File: src/hw/rtl/spq_pkg.sv
package spq_pkg;

	localparam int VAL_W = 32;
	localparam int LVL_W = 3;
	localparam int OCC_W = 5;

	// number of priority levels, level 0 is served first
	localparam int PRIO_LEVELS = 6;

	localparam logic CMD_ENQ = 1'b0;
	localparam logic CMD_DEQ = 1'b1;

	typedef enum logic [1:0] {
		ST_OK    = 2'd0,
		ST_EMPTY = 2'd1,
		ST_FULL  = 2'd2
	} status_e_t;

	typedef struct packed {
		logic                    cmd;
		logic signed [VAL_W-1:0] item_value;
		logic [LVL_W-1:0]        item_priority;
	} req_t;

	typedef struct packed {
		logic [1:0]              status;
		logic signed [VAL_W-1:0] out_value;
		logic [OCC_W-1:0]        occupancy;
	} rsp_t;

	// controller to datapath
	typedef struct packed {
		logic      load;
		logic      push;
		logic      pop;
		status_e_t status;
	} ctl_cmd_t;

	// datapath to controller
	typedef struct packed {
		logic full;
		logic empty;
	} dp_status_t;

endpackage

File: src/hw/rtl/spq_ctrl.sv
module spq_ctrl (
	input  logic                  clk,
	input  logic                  arst_n,
	input  logic                  req_valid,
	input  logic                  req_cmd,
	output logic                  req_stall,
	output logic                  rsp_valid,
	input  logic                  rsp_stall,
	input  spq_pkg::dp_status_t   status,
	output spq_pkg::ctl_cmd_t     cmd
);

	typedef enum logic {
		S_IDLE,
		S_HOLD
	} state_t;

	state_t state_q;
	logic   load;

	// result register frees up in the same cycle it is taken
	assign req_stall = (state_q == S_HOLD) && rsp_stall;
	assign rsp_valid = (state_q == S_HOLD);
	assign load      = req_valid && !req_stall;

	always_comb begin
		cmd.load = load;
		cmd.push = load && (req_cmd == spq_pkg::CMD_ENQ) && !status.full;
		cmd.pop  = load && (req_cmd == spq_pkg::CMD_DEQ) && !status.empty;
		priority if ((req_cmd == spq_pkg::CMD_ENQ) && status.full) begin
			cmd.status = spq_pkg::ST_FULL;
		end else if ((req_cmd == spq_pkg::CMD_DEQ) && status.empty) begin
			cmd.status = spq_pkg::ST_EMPTY;
		end else begin
			cmd.status = spq_pkg::ST_OK;
		end
	end

	always_ff @(posedge clk or negedge arst_n) begin
		if (!arst_n) begin
			state_q <= S_IDLE;
		end else begin
			unique case (state_q)
				S_IDLE: begin
					if (load) begin
						state_q <= S_HOLD;
					end
				end
				S_HOLD: begin
					if (load) begin
						state_q <= S_HOLD;
					end else if (!rsp_stall) begin
						state_q <= S_IDLE;
					end
				end
			endcase
		end
	end

endmodule

File: src/hw/rtl/spq_datapath.sv
module spq_datapath #(
	parameter int DEPTH = 16
) (
	input  logic                                    clk,
	input  logic                                    arst_n,
	input  spq_pkg::ctl_cmd_t                       cmd,
	input  logic signed [spq_pkg::VAL_W-1:0]        item_value,
	input  logic [spq_pkg::LVL_W-1:0]               item_priority,
	output spq_pkg::dp_status_t                     status,
	output spq_pkg::rsp_t                           rsp
);

	localparam int CNT_W = $clog2(DEPTH + 1);

	logic [CNT_W-1:0]                 cnt_q;
	logic [CNT_W-1:0]                 cnt_d;
	logic signed [spq_pkg::VAL_W-1:0] val_q [DEPTH];
	logic [spq_pkg::LVL_W-1:0]        lvl_q [DEPTH];
	logic [spq_pkg::LVL_W-1:0]        new_lvl;
	logic [DEPTH-1:0]                 gt;
	spq_pkg::rsp_t                    rsp_q;

	// out-of-range levels saturate to the lowest priority
	always_comb begin
		if (32'(item_priority) >= 32'(spq_pkg::PRIO_LEVELS)) begin
			new_lvl = spq_pkg::LVL_W'(spq_pkg::PRIO_LEVELS - 1);
		end else begin
			new_lvl = item_priority;
		end
	end

	assign status.full  = (cnt_q == CNT_W'(DEPTH));
	assign status.empty = (cnt_q == '0);

	always_comb begin
		priority if (cmd.push) begin
			cnt_d = cnt_q + CNT_W'(1);
		end else if (cmd.pop) begin
			cnt_d = cnt_q - CNT_W'(1);
		end else begin
			cnt_d = cnt_q;
		end
	end

	genvar i;
	generate
		for (i = 0; i < DEPTH; i++) begin : g_cell
			logic                             prev_gt;
			logic signed [spq_pkg::VAL_W-1:0] prev_val;
			logic [spq_pkg::LVL_W-1:0]        prev_lvl;
			logic signed [spq_pkg::VAL_W-1:0] next_val;
			logic [spq_pkg::LVL_W-1:0]        next_lvl;

			// stored entry outranked by the new item: it moves back
			assign gt[i] = (CNT_W'(i) < cnt_q) && (lvl_q[i] > new_lvl);

			if (i == 0) begin : g_head
				assign prev_gt  = 1'b0;
				assign prev_val = val_q[0];
				assign prev_lvl = lvl_q[0];
			end else begin : g_body
				assign prev_gt  = gt[i-1];
				assign prev_val = val_q[i-1];
				assign prev_lvl = lvl_q[i-1];
			end

			if (i == DEPTH - 1) begin : g_tail
				assign next_val = val_q[i];
				assign next_lvl = lvl_q[i];
			end else begin : g_mid
				assign next_val = val_q[i+1];
				assign next_lvl = lvl_q[i+1];
			end

			always_ff @(posedge clk) begin
				if (cmd.push) begin
					if (prev_gt) begin
						val_q[i] <= prev_val;
						lvl_q[i] <= prev_lvl;
					end else if (gt[i] || (CNT_W'(i) == cnt_q)) begin
						val_q[i] <= item_value;
						lvl_q[i] <= new_lvl;
					end
				end else if (cmd.pop) begin
					val_q[i] <= next_val;
					lvl_q[i] <= next_lvl;
				end
			end
		end
	endgenerate

	always_ff @(posedge clk or negedge arst_n) begin
		if (!arst_n) begin
			cnt_q <= '0;
		end else begin
			cnt_q <= cnt_d;
		end
	end

	always_ff @(posedge clk) begin
		if (cmd.load) begin
			rsp_q.status    <= cmd.status;
			rsp_q.out_value <= cmd.pop ? val_q[0] : '0;
			rsp_q.occupancy <= spq_pkg::OCC_W'(cnt_d);
		end
	end

	assign rsp = rsp_q;

`ifndef SYNTHESIS
	a_cnt_bound: assert property (@(posedge clk) disable iff (!arst_n)
		cnt_q <= CNT_W'(DEPTH))
		else $error("occupancy above depth");

	a_push_grows: assert property (@(posedge clk) disable iff (!arst_n)
		cmd.push |=> cnt_q == CNT_W'($past(cnt_q) + CNT_W'(1)))
		else $error("enqueue did not grow the store");

	a_no_push_full: assert property (@(posedge clk) disable iff (!arst_n)
		cmd.push |-> !status.full && !cmd.pop)
		else $error("enqueue into full store");

	a_head_sorted: assert property (@(posedge clk) disable iff (!arst_n)
		cnt_q >= CNT_W'(2) |-> lvl_q[0] <= lvl_q[1])
		else $error("head entry out of priority order");
`endif

endmodule

File: src/hw/rtl/stable_priority_queue_unit.sv
// stable priority queue of signed 32-bit values with levels 0..5
//
// req channel (req_valid / req_stall / req): cmd 0 enqueues item_value at
// item_priority, cmd 1 dequeues the head; an item is accepted on a clock
// edge with req_valid high and req_stall low
// rsp channel (rsp_valid / rsp_stall / rsp): one result item per request,
// carrying status (ok, empty, full), the dequeued value and the occupancy
// after the step
//
// the result is registered and valid in the cycle after acceptance; the
// unit takes one item per cycle while rsp_stall is low, set by the row of
// DEPTH sorted cells that inserts in place and shifts out the head
// a held result does not block the next request unless rsp_stall is high;
// while the receiver stalls a full result register, req_stall follows
// rsp_stall and the held result stays unchanged
//
// reset clears the occupancy count and the result valid; stored entries
// are not cleared, they are only read once written
module stable_priority_queue_unit #(
	parameter int DEPTH = 16
) (
	input  logic          clk,
	input  logic          arst_n,
	input  logic          req_valid,
	output logic          req_stall,
	input  spq_pkg::req_t req,
	output logic          rsp_valid,
	input  logic          rsp_stall,
	output spq_pkg::rsp_t rsp
);

	spq_pkg::ctl_cmd_t   cmd;
	spq_pkg::dp_status_t status;

	// handshake control and status decode
	spq_ctrl u_ctrl (
		.clk       (clk),
		.arst_n    (arst_n),
		.req_valid (req_valid),
		.req_cmd   (req.cmd),
		.req_stall (req_stall),
		.rsp_valid (rsp_valid),
		.rsp_stall (rsp_stall),
		.status    (status),
		.cmd       (cmd)
	);

	// sorted cell row, occupancy count and result register
	spq_datapath #(
		.DEPTH (DEPTH)
	) u_datapath (
		.clk           (clk),
		.arst_n        (arst_n),
		.cmd           (cmd),
		.item_value    (req.item_value),
		.item_priority (req.item_priority),
		.status        (status),
		.rsp           (rsp)
	);

endmodule
File: config.mk
export PLATFORM = sky130hd
export DESIGN_NAME = stable_priority_queue_unit
export DESIGN_NICKNAME = d
export VERILOG_FILES = /design/src/hw/rtl/spq_pkg.sv /design/src/hw/rtl/spq_ctrl.sv /design/src/hw/rtl/spq_datapath.sv /design/src/hw/rtl/stable_priority_queue_unit.sv
export SDC_FILE = /design/constraint.sdc
export NUM_CORES = 1
export LEC_CHECK = 0
export BUFFER_PORTS_ARGS = -buffer_cell sky130_fd_sc_hd__buf_2
export CAP_MARGIN = 30
export CORE_ASPECT_RATIO = 1.25
export CORE_MARGIN = 3
export CORE_UTILIZATION = 42
export CTS_CLUSTER_SIZE = 25
export DETAILED_ROUTE_END_ITERATION = 6
export PLACE_DENSITY = 0.66
export SLEW_MARGIN = 10
export SYNTH_ARGS = -nofsm -noshare
export SYNTH_HDL_FRONTEND = slang
export SYNTH_HIERARCHICAL = 1
export SYNTH_SLANG_ARGS = --single-unit
File: constraint.sdc
create_clock -name clk -period 5.2 [get_ports clk]
set_input_delay 1.04 -clock clk [delete_from_list [all_inputs] [get_ports clk]]
set_output_delay 1.04 -clock clk [all_outputs]
set_load 0.02 [all_outputs]
==> results.py <==
metrics = {
    "run_status": {
        "status": "finished clean",
    },
    "yosys": {
        "synth.distinct_cells": 68,
        "ys_seq_area_share_pct": 58.09,
        "ys.flop_type": "edfxtp_1",
        "syn_inst": 2962,
        "yosysWarnings": 6,
        "synth_edf_count": 599,
        "synth.largest_area_cell": "edfxtp_1",
        "async_reset_ff_share_pct": 0.9917,
        "netlist_top_cells_area": "edfxtp_1 58%, mux2i_1 8.7%, nand2_1 7.9%, a21oi_1 4.6%, o21ai_0 3.3%",
        "syn_avg_cell_area_um2": 10.54,
        "syn-cell-area_um2": 31220,
        "synth-seq-cells": 605,
        "syn_nets": 3055,
        "yosys.area.top_type_share_pct": 57.61,
    },
    "power_and_ir_drop": {
        "swShare_pct": 31.18,
        "power.leakage_nw": 13.42,
        "power_switching_mw": 4.527,
        "p_seq_share_pct": 48.7,
        "pwr-share-clk_pct": 28.7,
        "p_int_mw": 9.992,
        "vdd_drop_max_uv": 266.7,
        "power_density_nw_per_um2": 419.1,
        "combinationalPowerShare_pct": 22.6,
    },
    "layout": {
        "fill_cells": 6722,
        "nets": 3030,
        "final_cells": 3943,
        "area_growth_syn_to_layout_pct": 10.94,
        "seqCellArea_um2": 18140,
        "drive_above_1_share_pct": 10.40,
        "multi_input_area_um2": 12150,
    },
    "floorplan": {
        "die_y_um": 310.8,
        "die_area_um2": 77670,
        "io_pins": 81,
        "fp.dieW_um": 249.9,
        "design.core.area_um2": 73470,
        "rows": 111,
        "start_util_pct": 42.50,
    },
    "global_route": {
        "overflow": 0,
        "antenna_found_initial": 4,
        "first_global_vias": 22410,
        "grt_pass1_wl_um": 129300,
        "grt_max_degree": 185,
        "grt_usage_pct": 20.73,
    },
    "clock_tree": {
        "cts_tree": "yes",
        "clkSlewWorstSetupHoldPaths_ps": 60,
        "cts_setup_buffers": 0,
        "ctsRootBufferMaster": "clkbuf_16",
        "cts_hold_buf": 0,
        "post_cts_resized": 0,
        "cts_made_buffers": 60,
        "cts_buffer_depth": 3,
        "insertion_delay_ps": 630,
        "cts_max_level": 2,
        "cts_sinks": 605,
    },
    "route": {
        "firstDrtPassIters": 5,
        "drc": 0,
        "drtIter0Drc": 2130,
        "drt_wl_total_um": 82240,
        "vias": 22600,
        "antenna_left": 0,
        "vias_per_cell": 5.732,
        "wire_per_inst_um": 20.86,
    },
    "critical_path": {
        "cp-start-kind": "flop",
        "timing.rr.start": "u_datapath/cnt_q[1]",
        "endpoint_kind": "flop",
        "rr_worst_depth": 9,
        "timing_worst_setup_path_type": "reg2reg",
        "path_max_fanout": 184,
        "r2r-end": "u_datapath/val_q[3][18]",
        "crit_required_ps": 5520,
        "startpoint": "u_datapath/cnt_q[1]",
        "arrival_ps": 4120,
        "rrSetupSlack_ps": 1400,
        "worstSetupEndpoint": "u_datapath/val_q[3][18]",
    },
    "sta": {
        "final-setup-viol-count": 0,
        "clock_skew_ps": 19.18,
        "slew_viol_final": 0,
        "finalCriticalPeriod_ps": 3797,
        "tns_ps": 0,
        "rsz0062_at_grt": "false",
        "worst_pin_slew_ps": 833.6,
        "slew_headroom_pct": 44.43,
        "max_freq_ghz": 0.2633,
        "hold_viol_final": 0,
        "period_share_pct": 73.03,
    },
    "hold_path": {
        "hold_path.class": "in2async",
    },
    "place": {
        "dp_hpwl_um": 49690,
        "gp_congestion": 0.8227,
        "placed_cells": 3835,
        "port_buffers": 80,
    },
    "job": {
        "maxCapViolations": 0,
    },
}
cell type report:
cell class,instances,share of cell area (%)
well taps,960,3.468
flip-flops and latches,605,52.36
clock inverters,28,0.5924
inverters,30,0.3323
diodes,2,0.01445
clock buffers,78,4.591
multi-input cells,2082,35.08
repair buffers,158,3.561
layout by cell type (no fill, tap or decap), types with 44 or more instances in the layout:
master     count
buf_4         60
nand3_1       87
a31oi_1       44
edfxtp_1     599
mux2i_1      272
nand2_1      659
ha_1          53
clkbuf_16     61
nor2_1       186
o21ai_0      207
a21oi_1      279
buf_2         80
o21ai_1       88
cells in the mapped netlist (3+ instances only):
library cell,number
edfxtp_1,599
buf_6,12
o21ai_0,207
buf_4,28
a31oi_1,49
inv_1,28
nand2_1,660
a211oi_1,3
nor2b_1,15
o21ai_1,89
a22oi_1,6
a21oi_1,285
mux2_2,32
o22ai_1,6
dfrtp_1,6
a41oi_1,3
buf_2,32
o221ai_1,7
o211ai_1,5
nor2_1,188
buf_1,9
a21o_1,4
nor3_1,3
a32oi_1,3
ha_1,53
and3_1,8
nand3_1,87
nor3_4,3
o21a_1,12
clkbuf_1,164
mux2i_1,272
xnor2_1,4
and2_1,38
state kept, by name, summed over array words and instances, names as in the netlist:
register,count
u_ctrl/rsp_valid,1
u_datapath/val_q,512
u_datapath/cnt_q,5
u_datapath/lvl_q,48
u_datapath/rsp,39
worst min-delay path by stage:
stage	to	slack, ps
floorplan	u_datapath/val_q[0][25]	520
global placement	u_datapath/val_q[12][10]	530
detailed placement	u_datapath/val_q[0][10]	530
CTS	u_datapath/cnt_q[4]	200
global route	u_ctrl/rsp_valid	210
finish	u_datapath/cnt_q[4]	230
through the flow:
stage,setup WS (ps),hold slack (ps),cell area (um^2),util [%],total power [mW]
floorplan,58.47,516.7,31240,-,9.281
global placement,929.1,527.5,32760,44.59,10.32
detailed placement,841.7,533.0,32840,44.70,10.44
CTS,1477,197.8,34630,47.14,14.63
global route,1211,209.4,34630,47.14,15.25
finish,1403,231.5,34640,47.15,14.52
power by group through the flow:
stage                     sequential (mW)  combinational, mW  clock [mW]
after floorplan                      7.01               2.27           0
after global placement               7.15               3.17           0
after detailed placement             7.15               3.28           0
after CTS                            7.06               3.29        4.27
after global routing                 7.16               3.64        4.45
final                                7.07               3.29        4.17
critical path: stages (launching register included):
cell	delay, ps
dfrtp_1	320
buf_4	230
inv_1	190
ha_1	320
nand2_1	190
inv_1	70
and3b_2	540
nor2b_4	610
buf_12	530
o21ai_0	260
routing by layer:
| metal | vias to the layer above | share of wire (%) | track usage (%) |
|---|---|---|---|
| met5 | - | 0.017 | 0 |
| li1 | 10560 | - | - |
| met3 | 139 | 5.1 | 2.968 |
| met4 | 4 | 3.1 | 6.530 |
| met2 | 622 | 50 | 35.80 |
| met1 | 11270 | 42 | 26.93 |
kinds of logic (layout without fill, tap and decap cells):
| logic type | count (synthesis) | after routing | share of synthesized area (%) |
|---|---|---|---|
| other | 0 | 2 | 0 |
| buffers and inverters | 275 | 294 | 4.067 |
| multiplexers | 304 | 304 | 9.873 |
| flip-flops | 605 | 605 | 58.09 |
| AND/OR/NAND/NOR | 1023 | 1023 | 13.53 |
| AO/OA/AOI/OAI | 698 | 698 | 12.21 |
| XOR/XNOR | 4 | 4 | 0.1122 |
| adder cells (fa/ha/maj) | 53 | 53 | 2.124 |
No activity file was read; power rests on OpenSTA's default activity.
